===== config.mk =====
export PLATFORM = sky130hd
export DESIGN_NAME = centered_moving_average
export DESIGN_NICKNAME = d
export VERILOG_FILES = /design/src/rtl/cma_pkg.sv /design/src/rtl/centered_moving_average.sv /design/src/rtl/cma_front.sv /design/src/rtl/cma_queue.sv /design/src/rtl/cma_back.sv
export SDC_FILE = /design/constraint.sdc
export NUM_CORES = 2
export LEC_CHECK = 0
export BUFFER_PORTS_ARGS = -buffer_cell sky130_fd_sc_hd__buf_2
export CAP_MARGIN = 20
export CORE_MARGIN = 4
export CORE_UTILIZATION = 63
export DETAILED_ROUTE_END_ITERATION = 6
export PLACE_DENSITY = 0.81
export SLEW_MARGIN = 10
export SYNTH_ARGS = -nofsm -noshare
export SYNTH_HDL_FRONTEND = slang
export SYNTH_HIERARCHICAL = 1
export SYNTH_SLANG_ARGS = --single-unit

===== constraint.sdc =====
create_clock -name clk_i -period 6.1 [get_ports clk_i]
set_input_delay 0.61 -clock clk_i [delete_from_list [all_inputs] [get_ports clk_i]]
set_output_delay 0.61 -clock clk_i [all_outputs]
set_load 0.005 [all_outputs]

===== src/rtl/cma_pkg.sv =====
// shared types and constants for the centered moving average block
// no dependencies; used by every module in rtl/
package cma_pkg;

  localparam int SAMPLE_BITS    = 16;
  localparam int HALF_BITS      = 7;
  localparam int MAX_HALF       = 64;
  localparam int HALF_RESET     = 4;
  localparam int SUM_BITS       = 24;
  localparam int MAG_BITS       = SUM_BITS - 1;
  localparam int SEEN_BITS      = 16;
  localparam int INDEX_BITS     = 15;
  localparam int MAX_LENGTH     = 32768;
  localparam int RING_DEPTH     = 128;
  localparam int RING_ADDR_BITS = $clog2(RING_DEPTH);
  localparam int COUNT_BITS     = 8;
  localparam int STEP_BITS      = $clog2(MAG_BITS);
  localparam int QUEUE_DEPTH    = 4;
  localparam int QPTR_BITS      = $clog2(QUEUE_DEPTH);

  typedef struct packed {
    logic signed [SUM_BITS-1:0] sum;
    logic [COUNT_BITS-1:0]      count;
    logic [INDEX_BITS-1:0]      index;
    logic                       last;
  } job_t;

  typedef enum logic [1:0] {
    F_IDLE,
    F_CHECK,
    F_SUB
  } front_state_e;

  typedef enum logic [1:0] {
    B_IDLE,
    B_DIV,
    B_HOLD
  } back_state_e;

  function automatic logic [HALF_BITS-1:0] clamp_half(input logic [HALF_BITS-1:0] h);
    logic [HALF_BITS-1:0] r;
    r = h;
    if (h == '0) r = HALF_BITS'(1);
    else if (h > HALF_BITS'(MAX_HALF)) r = HALF_BITS'(MAX_HALF);
    return r;
  endfunction

endpackage


===== src/rtl/centered_moving_average.sv =====
// top level of the centered moving average: front, job queue and divider back
// depends on cma_pkg, cma_front, cma_queue, cma_back
//
//   channel   valid/stall                  payload
//   input     in_valid_i / in_stall_o      sample_i, last_i
//   output    out_valid_o / out_stall_i    average_o, index_o, last_out_o
//   config    half_window_we_i             half_window_i
//
// in the front a sample is taken, then checked; each output it releases adds
// a ring read with the job push, then a window sum update. each output then
// passes through the bit-serial divider, which sets the sustained rate. the
// queue holds 4 jobs so the front keeps taking samples while the divider or a
// stalled output holds back. reset clears all control state; the sample ring
// needs no clearing pass.
module centered_moving_average (
  input  logic                                    clk_i,
  input  logic                                    rst_ni,
  input  logic                                    half_window_we_i,
  input  logic [cma_pkg::HALF_BITS-1:0]           half_window_i,
  input  logic                                    in_valid_i,
  output logic                                    in_stall_o,
  input  logic signed [cma_pkg::SAMPLE_BITS-1:0]  sample_i,
  input  logic                                    last_i,
  output logic                                    out_valid_o,
  input  logic                                    out_stall_i,
  output logic signed [cma_pkg::SAMPLE_BITS-1:0]  average_o,
  output logic [cma_pkg::INDEX_BITS-1:0]          index_o,
  output logic                                    last_out_o
);

  logic          push, full, pop, empty;
  cma_pkg::job_t push_data, pop_data;

  cma_front u_front (
    .clk_i            (clk_i),
    .rst_ni           (rst_ni),
    .half_window_we_i (half_window_we_i),
    .half_window_i    (half_window_i),
    .in_valid_i       (in_valid_i),
    .in_stall_o       (in_stall_o),
    .sample_i         (sample_i),
    .last_i           (last_i),
    .push_o           (push),
    .push_data_o      (push_data),
    .full_i           (full)
  );

  cma_queue u_queue (
    .clk_i       (clk_i),
    .rst_ni      (rst_ni),
    .push_i      (push),
    .push_data_i (push_data),
    .full_o      (full),
    .pop_i       (pop),
    .pop_data_o  (pop_data),
    .empty_o     (empty)
  );

  cma_back u_back (
    .clk_i       (clk_i),
    .rst_ni      (rst_ni),
    .empty_i     (empty),
    .job_i       (pop_data),
    .pop_o       (pop),
    .out_valid_o (out_valid_o),
    .out_stall_i (out_stall_i),
    .average_o   (average_o),
    .index_o     (index_o),
    .last_out_o  (last_out_o)
  );

  // the front never overruns the job queue
  a_no_push_full : assert property (@(posedge clk_i) disable iff (!rst_ni)
    !(push && full)) else $error("job pushed into full queue");

  // the divider only takes a job that is there
  a_no_pop_empty : assert property (@(posedge clk_i) disable iff (!rst_ni)
    !(pop && empty)) else $error("job popped from empty queue");

  // an accepted sample keeps the front busy for the following cycle
  a_busy_after_accept : assert property (@(posedge clk_i) disable iff (!rst_ni)
    (in_valid_i && !in_stall_o) |=> in_stall_o) else $error("front took two samples back to back");

  // a job is never pushed in the cycle a sample is taken
  a_push_not_idle : assert property (@(posedge clk_i) disable iff (!rst_ni)
    push |-> in_stall_o) else $error("job pushed while front idle");

endmodule


===== src/rtl/cma_front.sv =====
// front part: takes samples, keeps the sample ring and running window sum,
// and issues one averaging job per output; uses cma_pkg
module cma_front (
  input  logic                                 clk_i,
  input  logic                                 rst_ni,
  input  logic                                 half_window_we_i,
  input  logic [cma_pkg::HALF_BITS-1:0]        half_window_i,
  input  logic                                 in_valid_i,
  output logic                                 in_stall_o,
  input  logic signed [cma_pkg::SAMPLE_BITS-1:0] sample_i,
  input  logic                                 last_i,
  output logic                                 push_o,
  output cma_pkg::job_t                        push_data_o,
  input  logic                                 full_i
);

  cma_pkg::front_state_e state_q, state_d;

  logic [cma_pkg::HALF_BITS-1:0]   half_q;
  logic [cma_pkg::HALF_BITS-1:0]   p_q, p_d;
  logic signed [cma_pkg::SUM_BITS-1:0] sum_q, sum_d;
  logic [cma_pkg::SEEN_BITS-1:0]   seen_q, seen_d;
  logic [cma_pkg::SEEN_BITS-1:0]   next_q, next_d;
  logic                            last_q, last_d;
  logic                            sub_en_q, sub_en_d;

  logic signed [cma_pkg::SAMPLE_BITS-1:0] ring [cma_pkg::RING_DEPTH];
  logic signed [cma_pkg::SAMPLE_BITS-1:0] rd_data_q;
  logic [cma_pkg::RING_ADDR_BITS-1:0]     rd_addr;

  logic                            accept;
  logic                            pending;
  logic [cma_pkg::SEEN_BITS:0]     next_plus_p;
  logic [cma_pkg::SEEN_BITS-1:0]   p_ext;
  logic [cma_pkg::SEEN_BITS-1:0]   lo;
  logic [cma_pkg::SEEN_BITS-1:0]   cnt_full;

  assign accept      = in_valid_i && (state_q == cma_pkg::F_IDLE);
  assign in_stall_o  = (state_q != cma_pkg::F_IDLE);
  assign p_ext       = cma_pkg::SEEN_BITS'(p_q);
  assign next_plus_p = {1'b0, next_q} + {1'b0, p_ext};
  assign pending     = last_q ? (next_q < seen_q)
                              : (next_plus_p <= {1'b0, seen_q});
  assign lo          = (next_q >= p_ext) ? (next_q - p_ext) : '0;
  assign cnt_full    = seen_q - lo;
  assign rd_addr     = cma_pkg::RING_ADDR_BITS'(next_q - p_ext);

  // next state
  always_comb begin
    state_d = state_q;
    case (state_q)
      cma_pkg::F_IDLE: begin
        if (accept) state_d = cma_pkg::F_CHECK;
      end
      cma_pkg::F_CHECK: begin
        if (pending) begin
          if (!full_i) state_d = cma_pkg::F_SUB;
        end else begin
          state_d = cma_pkg::F_IDLE;
        end
      end
      cma_pkg::F_SUB: state_d = cma_pkg::F_CHECK;
      default: state_d = cma_pkg::F_IDLE;
    endcase
  end

  // datapath and outputs
  always_comb begin
    p_d         = p_q;
    sum_d       = sum_q;
    seen_d      = seen_q;
    next_d      = next_q;
    last_d      = last_q;
    sub_en_d    = sub_en_q;
    push_o      = 1'b0;
    push_data_o.sum   = sum_q;
    push_data_o.count = cma_pkg::COUNT_BITS'(cnt_full);
    push_data_o.index = cma_pkg::INDEX_BITS'(next_q);
    push_data_o.last  = last_q && ((next_q + 1'b1) == seen_q);
    case (state_q)
      cma_pkg::F_IDLE: begin
        if (accept) begin
          // a new stream latches the half window and starts from an empty sum
          if (seen_q == '0) begin
            p_d   = cma_pkg::clamp_half(half_q);
            sum_d = cma_pkg::SUM_BITS'(sample_i);
          end else begin
            sum_d = sum_q + cma_pkg::SUM_BITS'(sample_i);
          end
          seen_d = seen_q + 1'b1;
          last_d = last_i || (seen_q >= cma_pkg::SEEN_BITS'(cma_pkg::MAX_LENGTH - 1));
        end
      end
      cma_pkg::F_CHECK: begin
        if (pending) begin
          if (!full_i) begin
            push_o   = 1'b1;
            sub_en_d = (next_q >= p_ext);
            next_d   = next_q + 1'b1;
          end
        end else if (last_q) begin
          sum_d  = '0;
          seen_d = '0;
          next_d = '0;
          last_d = 1'b0;
        end
      end
      cma_pkg::F_SUB: begin
        // drop the sample that leaves the window
        if (sub_en_q) sum_d = sum_q - cma_pkg::SUM_BITS'(rd_data_q);
      end
      default: ;
    endcase
  end

  always_ff @(posedge clk_i or negedge rst_ni) begin
    if (!rst_ni) begin
      state_q  <= cma_pkg::F_IDLE;
      half_q   <= cma_pkg::HALF_BITS'(cma_pkg::HALF_RESET);
      p_q      <= cma_pkg::HALF_BITS'(cma_pkg::HALF_RESET);
      sum_q    <= '0;
      seen_q   <= '0;
      next_q   <= '0;
      last_q   <= 1'b0;
      sub_en_q <= 1'b0;
    end else begin
      state_q  <= state_d;
      if (half_window_we_i) half_q <= half_window_i;
      p_q      <= p_d;
      sum_q    <= sum_d;
      seen_q   <= seen_d;
      next_q   <= next_d;
      last_q   <= last_d;
      sub_en_q <= sub_en_d;
    end
  end

  always_ff @(posedge clk_i) begin
    if (accept) ring[cma_pkg::RING_ADDR_BITS'(seen_q)] <= sample_i;
    rd_data_q <= ring[rd_addr];
  end

endmodule


===== src/rtl/cma_queue.sv =====
// short job queue between the front and the back part
// uses cma_pkg::job_t
module cma_queue (
  input  logic          clk_i,
  input  logic          rst_ni,
  input  logic          push_i,
  input  cma_pkg::job_t push_data_i,
  output logic          full_o,
  input  logic          pop_i,
  output cma_pkg::job_t pop_data_o,
  output logic          empty_o
);

  cma_pkg::job_t                  mem_q [cma_pkg::QUEUE_DEPTH];
  logic [cma_pkg::QPTR_BITS-1:0]  wr_ptr_q, rd_ptr_q;
  logic [cma_pkg::QPTR_BITS:0]    fill_q, fill_d;

  assign full_o     = (fill_q == (cma_pkg::QPTR_BITS+1)'(cma_pkg::QUEUE_DEPTH));
  assign empty_o    = (fill_q == '0);
  assign pop_data_o = mem_q[rd_ptr_q];

  always_comb begin
    fill_d = fill_q;
    if (push_i && !pop_i) fill_d = fill_q + 1'b1;
    else if (pop_i && !push_i) fill_d = fill_q - 1'b1;
  end

  always_ff @(posedge clk_i or negedge rst_ni) begin
    if (!rst_ni) begin
      wr_ptr_q <= '0;
      rd_ptr_q <= '0;
      fill_q   <= '0;
    end else begin
      if (push_i) wr_ptr_q <= wr_ptr_q + 1'b1;
      if (pop_i) rd_ptr_q <= rd_ptr_q + 1'b1;
      fill_q <= fill_d;
    end
  end

  always_ff @(posedge clk_i) begin
    if (push_i) mem_q[wr_ptr_q] <= push_data_i;
  end

endmodule


===== src/rtl/cma_back.sv =====
// back part: divides each job's window sum by its count, one quotient bit
// a cycle, and holds the result in the output register; uses cma_pkg
module cma_back (
  input  logic                                    clk_i,
  input  logic                                    rst_ni,
  input  logic                                    empty_i,
  input  cma_pkg::job_t                           job_i,
  output logic                                    pop_o,
  output logic                                    out_valid_o,
  input  logic                                    out_stall_i,
  output logic signed [cma_pkg::SAMPLE_BITS-1:0]  average_o,
  output logic [cma_pkg::INDEX_BITS-1:0]          index_o,
  output logic                                    last_out_o
);

  cma_pkg::back_state_e state_q, state_d;

  logic [cma_pkg::MAG_BITS-1:0]    mag_q, mag_d;
  logic [cma_pkg::COUNT_BITS:0]    rem_q, rem_d;
  logic [cma_pkg::COUNT_BITS-1:0]  div_q, div_d;
  logic [cma_pkg::STEP_BITS-1:0]   step_q, step_d;
  logic                            neg_q, neg_d;
  logic [cma_pkg::INDEX_BITS-1:0]  idx_q, idx_d;
  logic                            fin_q, fin_d;

  logic                            out_valid_q;
  logic                            load_out;
  logic [cma_pkg::COUNT_BITS:0]    rem_shift;
  logic                            ge;
  logic [cma_pkg::SUM_BITS-1:0]    abs_sum;
  logic [cma_pkg::MAG_BITS-1:0]    signed_q;

  assign abs_sum   = job_i.sum[cma_pkg::SUM_BITS-1] ? -job_i.sum : job_i.sum;
  assign rem_shift = {rem_q[cma_pkg::COUNT_BITS-1:0], mag_q[cma_pkg::MAG_BITS-1]};
  assign ge        = (rem_shift >= {1'b0, div_q});
  assign signed_q  = neg_q ? -mag_q : mag_q;
  assign load_out  = (state_q == cma_pkg::B_HOLD) && (!out_valid_q || !out_stall_i);
  assign out_valid_o = out_valid_q;

  // next state
  always_comb begin
    state_d = state_q;
    case (state_q)
      cma_pkg::B_IDLE: if (!empty_i) state_d = cma_pkg::B_DIV;
      cma_pkg::B_DIV: begin
        if (step_q == cma_pkg::STEP_BITS'(cma_pkg::MAG_BITS - 1)) state_d = cma_pkg::B_HOLD;
      end
      cma_pkg::B_HOLD: if (load_out) state_d = cma_pkg::B_IDLE;
      default: state_d = cma_pkg::B_IDLE;
    endcase
  end

  // datapath
  always_comb begin
    mag_d  = mag_q;
    rem_d  = rem_q;
    div_d  = div_q;
    step_d = step_q;
    neg_d  = neg_q;
    idx_d  = idx_q;
    fin_d  = fin_q;
    pop_o  = 1'b0;
    case (state_q)
      cma_pkg::B_IDLE: begin
        if (!empty_i) begin
          pop_o  = 1'b1;
          mag_d  = cma_pkg::MAG_BITS'(abs_sum);
          rem_d  = '0;
          div_d  = job_i.count;
          step_d = '0;
          neg_d  = job_i.sum[cma_pkg::SUM_BITS-1];
          idx_d  = job_i.index;
          fin_d  = job_i.last;
        end
      end
      cma_pkg::B_DIV: begin
        // restoring step, quotient bits shift in behind the dividend
        rem_d  = ge ? (rem_shift - {1'b0, div_q}) : rem_shift;
        mag_d  = {mag_q[cma_pkg::MAG_BITS-2:0], ge};
        step_d = step_q + 1'b1;
      end
      default: ;
    endcase
  end

  always_ff @(posedge clk_i or negedge rst_ni) begin
    if (!rst_ni) begin
      state_q     <= cma_pkg::B_IDLE;
      out_valid_q <= 1'b0;
      step_q      <= '0;
    end else begin
      state_q <= state_d;
      step_q  <= step_d;
      if (load_out) out_valid_q <= 1'b1;
      else if (!out_stall_i) out_valid_q <= 1'b0;
    end
  end

  always_ff @(posedge clk_i) begin
    mag_q <= mag_d;
    rem_q <= rem_d;
    div_q <= div_d;
    neg_q <= neg_d;
    idx_q <= idx_d;
    fin_q <= fin_d;
    if (load_out) begin
      average_o  <= cma_pkg::SAMPLE_BITS'(signed_q);
      index_o    <= idx_q;
      last_out_o <= fin_q;
    end
  end

endmodule

==> key figures <==
Finish
  • Layout cells sized above 1: 26.0%
  • Fillers: 8575
  • Final core occ: 70.6%
  • Final non-filler cell total: 7358
  • Layout net count: 5259
  • Final instance area: 110000 µm²
  • Area growth syn-to-layout: 11.3%

Clocking
  • Clock Path Buffers: 3
  • Worst-path clk slew: 0.06 ns
  • Clock sink total: 2433
  • CTS tree: done
  • TritonCTS Buffers: 224
  • CTS root buf: clkbuf_16
  • H-Tree Depth: 4
  • Skew-Pair Late Insertion Delay: 0.88 ns
  • Post-CTS setup buffers: 0

Global routing
  • Total GRT Usage: 32.6%
  • Largest net degree at the start of global routing: 101
  • First-pass GRT wire length: 379000 µm
  • Via count of the first global-routing pass: 52552
  • Initial antenna violation count: 19
  • GRT overflow: 0

Synthesis
  • Syn_nets: 4982
  • Top FF cell, synth: edfxtp_1
  • Post-Synth Simple-Gate Area: 2.97%
  • Yosys Warn Count: 6
  • Sequential area share after synthesis: 73.3%
  • Yosys top cell area share: 70.7%
  • Largest area contributor in the netlist: edfxtp_1
  • Post-synthesis xor/xnor area fraction: 1.07%
  • Adder-Cell Fraction of Synth Area: 1.70%
  • Synth Area in Compound Gates: 2.56%
  • Number of flops mapped to enable cells by yosys: 2328
  • Synth Cell Area: 98900 µm²
  • Yosys cell types: 76
  • Multiplexer area fraction after synthesis: 16.8%
  • FF+latch count, synth: 2433
  • Largest family of logic cells by synthesized area: multiplexers
  • Synth top area cells: edfxtp_1 71%, mux4_2 16%, dfrtp_1 2.2%
  • Synth async-reset ratio: 3.66%
  • Syn_area_per_cell: 20.5 µm²
  • Cells after synthesis: 4823

Power
  • Switching pwr: 0.0253 W
  • Combinational fraction of design power: 48.5%
  • Clock share of power: 20.8%
  • Seq pwr share: 30.6%
  • Pwr/cell area: 602 nW/µm²
  • Sw Ratio: 38.2%
  • Peak VDD IR: 0.000818 V
  • Leak Pwr: 35.8 nW
  • P_int: 0.0410 W

Die
  • # IOs: 63
  • Core ar.: 156000 µm²
  • Die area: 163000 µm²
  • Site Rows: 145
  • Die Y: 404 µm
  • Width of the die: 404 µm
  • Initial core utilization: 63.4%

Critical path
  • Worst Path Max Fanout: 8
  • Crit-path slowest cell: dfrtp_1
  • Critical path class: flop to flop
  • Crit-path max cell delay: 0.47 ns
  • Crit path capture type: flop
  • Startpoint types: flop
  • Worst Path Arrival: 6.34 ns
  • CP Data Required Time: 6.85 ns

Placed design
  • PortBufs: 62
  • Inst Count DP: 6921
  • Global placement routability congestion: 0.937
  • HPWL after DPL: 143000 µm
  • DP Worst Slack: 0.384 ns
  • Dpl cell area: 103000 µm²

Route
  • Post-detailed-route DRC marker count: 0
  • Vias: 52239
  • Routed length per instance: 35.7 µm
  • 1st-pass router iterations: 7
  • Post-route ant nets: 0
  • Initial DRC Count: 8382
  • Final WL: 263000 µm
  • Vias/cell: 7.10

Timing
  • Clk_skew: 0.0740 ns
  • Fin crit share: 91.7%
  • Setup total negative slack: 0 ns
  • Post-route minimum period: 5.59 ns
  • Final WS setup: 0.506 ns
  • Pin slew with the least headroom to its limit: 1.28 ns
  • RSZ-0062 raised after global routing: no
  • Rel. slew slack: 14.3%
  • Final Setup Violations: 0
  • Fin. max-slew vios: 0
  • Fin. Hold Viols: 0
  • Max Fclk: 179 MHz

Job
  • Max_cap viols: 0

Min path
  • Min-Delay Path Class: primary input to flop

Status
  • Status: finished clean
synth_stat cells, types with 32 or more instances:
master       n
ha_1       123
xor2_1      47
edfxtp_1  2328
xnor2_1     74
dfrtp_1     87
mux4_2     720
a21o_1      32
o21ai_0     98
inv_1      116
clkbuf_1   131
nand2_1    148
buf_2       56
a21oi_1     94
nand3_1     64
nor2_1     226
cell usage in the layout (no fill, tap or decap), types with 23 or more instances in the layout:
| master | netlist | final |
|---|---|---|
| mux4_2 | 720 | 720 |
| clkbuf_1 | 131 | 42 |
| mux2i_1 | 26 | 26 |
| clkinv_2 | 0 | 40 |
| buf_2 | 56 | 45 |
| inv_1 | 116 | 116 |
| a21oi_1 | 94 | 93 |
| clkbuf_16 | 0 | 226 |
| edfxtp_1 | 2328 | 2328 |
| buf_4 | 20 | 217 |
| dfrtp_1 | 87 | 85 |
| nor2_1 | 226 | 224 |
| nor3_1 | 29 | 29 |
| clkinv_1 | 0 | 54 |
| o31ai_1 | 24 | 24 |
| o21ai_0 | 98 | 98 |
| nand3_1 | 64 | 64 |
| xnor2_1 | 74 | 71 |
| nor2b_1 | 24 | 23 |
| nand2_1 | 148 | 148 |
| ha_1 | 123 | 122 |
| a21o_1 | 32 | 32 |
| nand4_1 | 25 | 25 |
| buf_12 | 5 | 24 |
| xor2_1 | 47 | 46 |
metrics by stage:
| step | hold WS [ns] | power, W |
|---|---|---|
| final | 0.0744 | 0.0663 |
| after floorplan | 0.314 | 0.0409 |
| after detailed placement | 0.405 | 0.0514 |
| after CTS | 0.0345 | 0.0660 |
| after global placement | 0.401 | 0.0507 |
| after global routing | 0.0971 | 0.0684 |
state kept, by name, summed over array words and instances, names as in the netlist, 3 cells and up:
name,flops
u_front/p_q,7
u_front/next_q,16
u_back/step_q,5
u_back/rem_q,8
u_front/seen_q,16
u_back/average_o,16
u_queue/fill_q,3
u_back/index_o,15
u_front/half_q,7
u_back/idx_q,15
u_back/mag_q,23
u_front/rd_data_q,16
u_back/div_q,8
u_front/ring,2048
u_front/sum_q,24
u_queue/mem_q,192
cell type report:
class                   instances  area, µm²  share of cell area, %
flip-flops and latches       2433      72500                   65.8
clock inverters               139       1290                   1.17
multi-input cells            2030      24900                   22.6
inverters                     116        435                  0.396
diodes                         11       27.5                 0.0250
clock buffers                 276       5920                   5.38
well taps                    2058       2570                   2.34
repair buffers                295       2440                   2.22
final timing paths:
kind,cells after the start,slack (ns),endpoint,from
hold / removal,3,0.07,u_back/out_valid_o,out_stall_i
max in group asynchronous,3,4.47,u_queue/rd_ptr_q[0],rst_ni
setup reg to reg,28,0.51,u_queue/fill_q[2],u_front/next_q[0]
min in group asynchronous,2,0.35,u_back/state_q[0],rst_ni
setup / recovery,28,0.51,u_queue/fill_q[2],u_front/next_q[0]
hold reg to reg,0,0.42,u_back/index_o[14],u_back/idx_q[14]
worst max-delay path, delay by kind of cell, from the launching register on:
kind                       cells  cell delay (ns)
and+or+nand+nor                8             1.20
xor gates and xnor gates       3             0.50
DFF                            1             0.47
AOI/OAI and AO/OA              9             1.62
adders and majority gates      5             1.42
buffers and inverters          3             0.30
metal layers:
| layer | part of all wire (%) | GRT usage [%] | routed length, µm | up-vias |
|---|---|---|---|---|
| li1 | - | - | - | 20440 |
| met1 | 34 | 42.7 | 88800 | 27086 |
| met5 | 0.022 | 0 | 58 | - |
| met2 | 50 | 52.9 | 131000 | 3959 |
| met4 | 5.8 | 15.9 | 15300 | 8 |
| met3 | 11 | 6.98 | 27600 | 746 |
power groups by stage:
| stage | Clock (W) | Combinational (W) | Sequential [W] |
|---|---|---|---|
| floorplan | 0 | 0.0207 | 0.0203 |
| global placement | 0 | 0.0301 | 0.0206 |
| detailed placement | 0 | 0.0308 | 0.0206 |
| CTS | 0.0139 | 0.0318 | 0.0203 |
| global route | 0.0147 | 0.0332 | 0.0204 |
| finish | 0.0138 | 0.0322 | 0.0203 |
kinds of logic (layout without fill, tap and decap cells):
kind of cell,count (synthesis),after routing
buf+inv,360,826
flops,2433,2433
other cells,0,11
xor+xnor,121,121
compound gates,395,395
simple gates,626,626
fa+ha+maj,130,130
mux,758,758
repair_timing:
item | 4_1_cts | 5_1_grt
hold buffers | 8 | 0
setup endpoints to repair | 0 | 103
hold endpoints to repair | 39 | 0
gates resized for setup | 0 | 4
No activity file was read; power rests on OpenSTA's default activity.
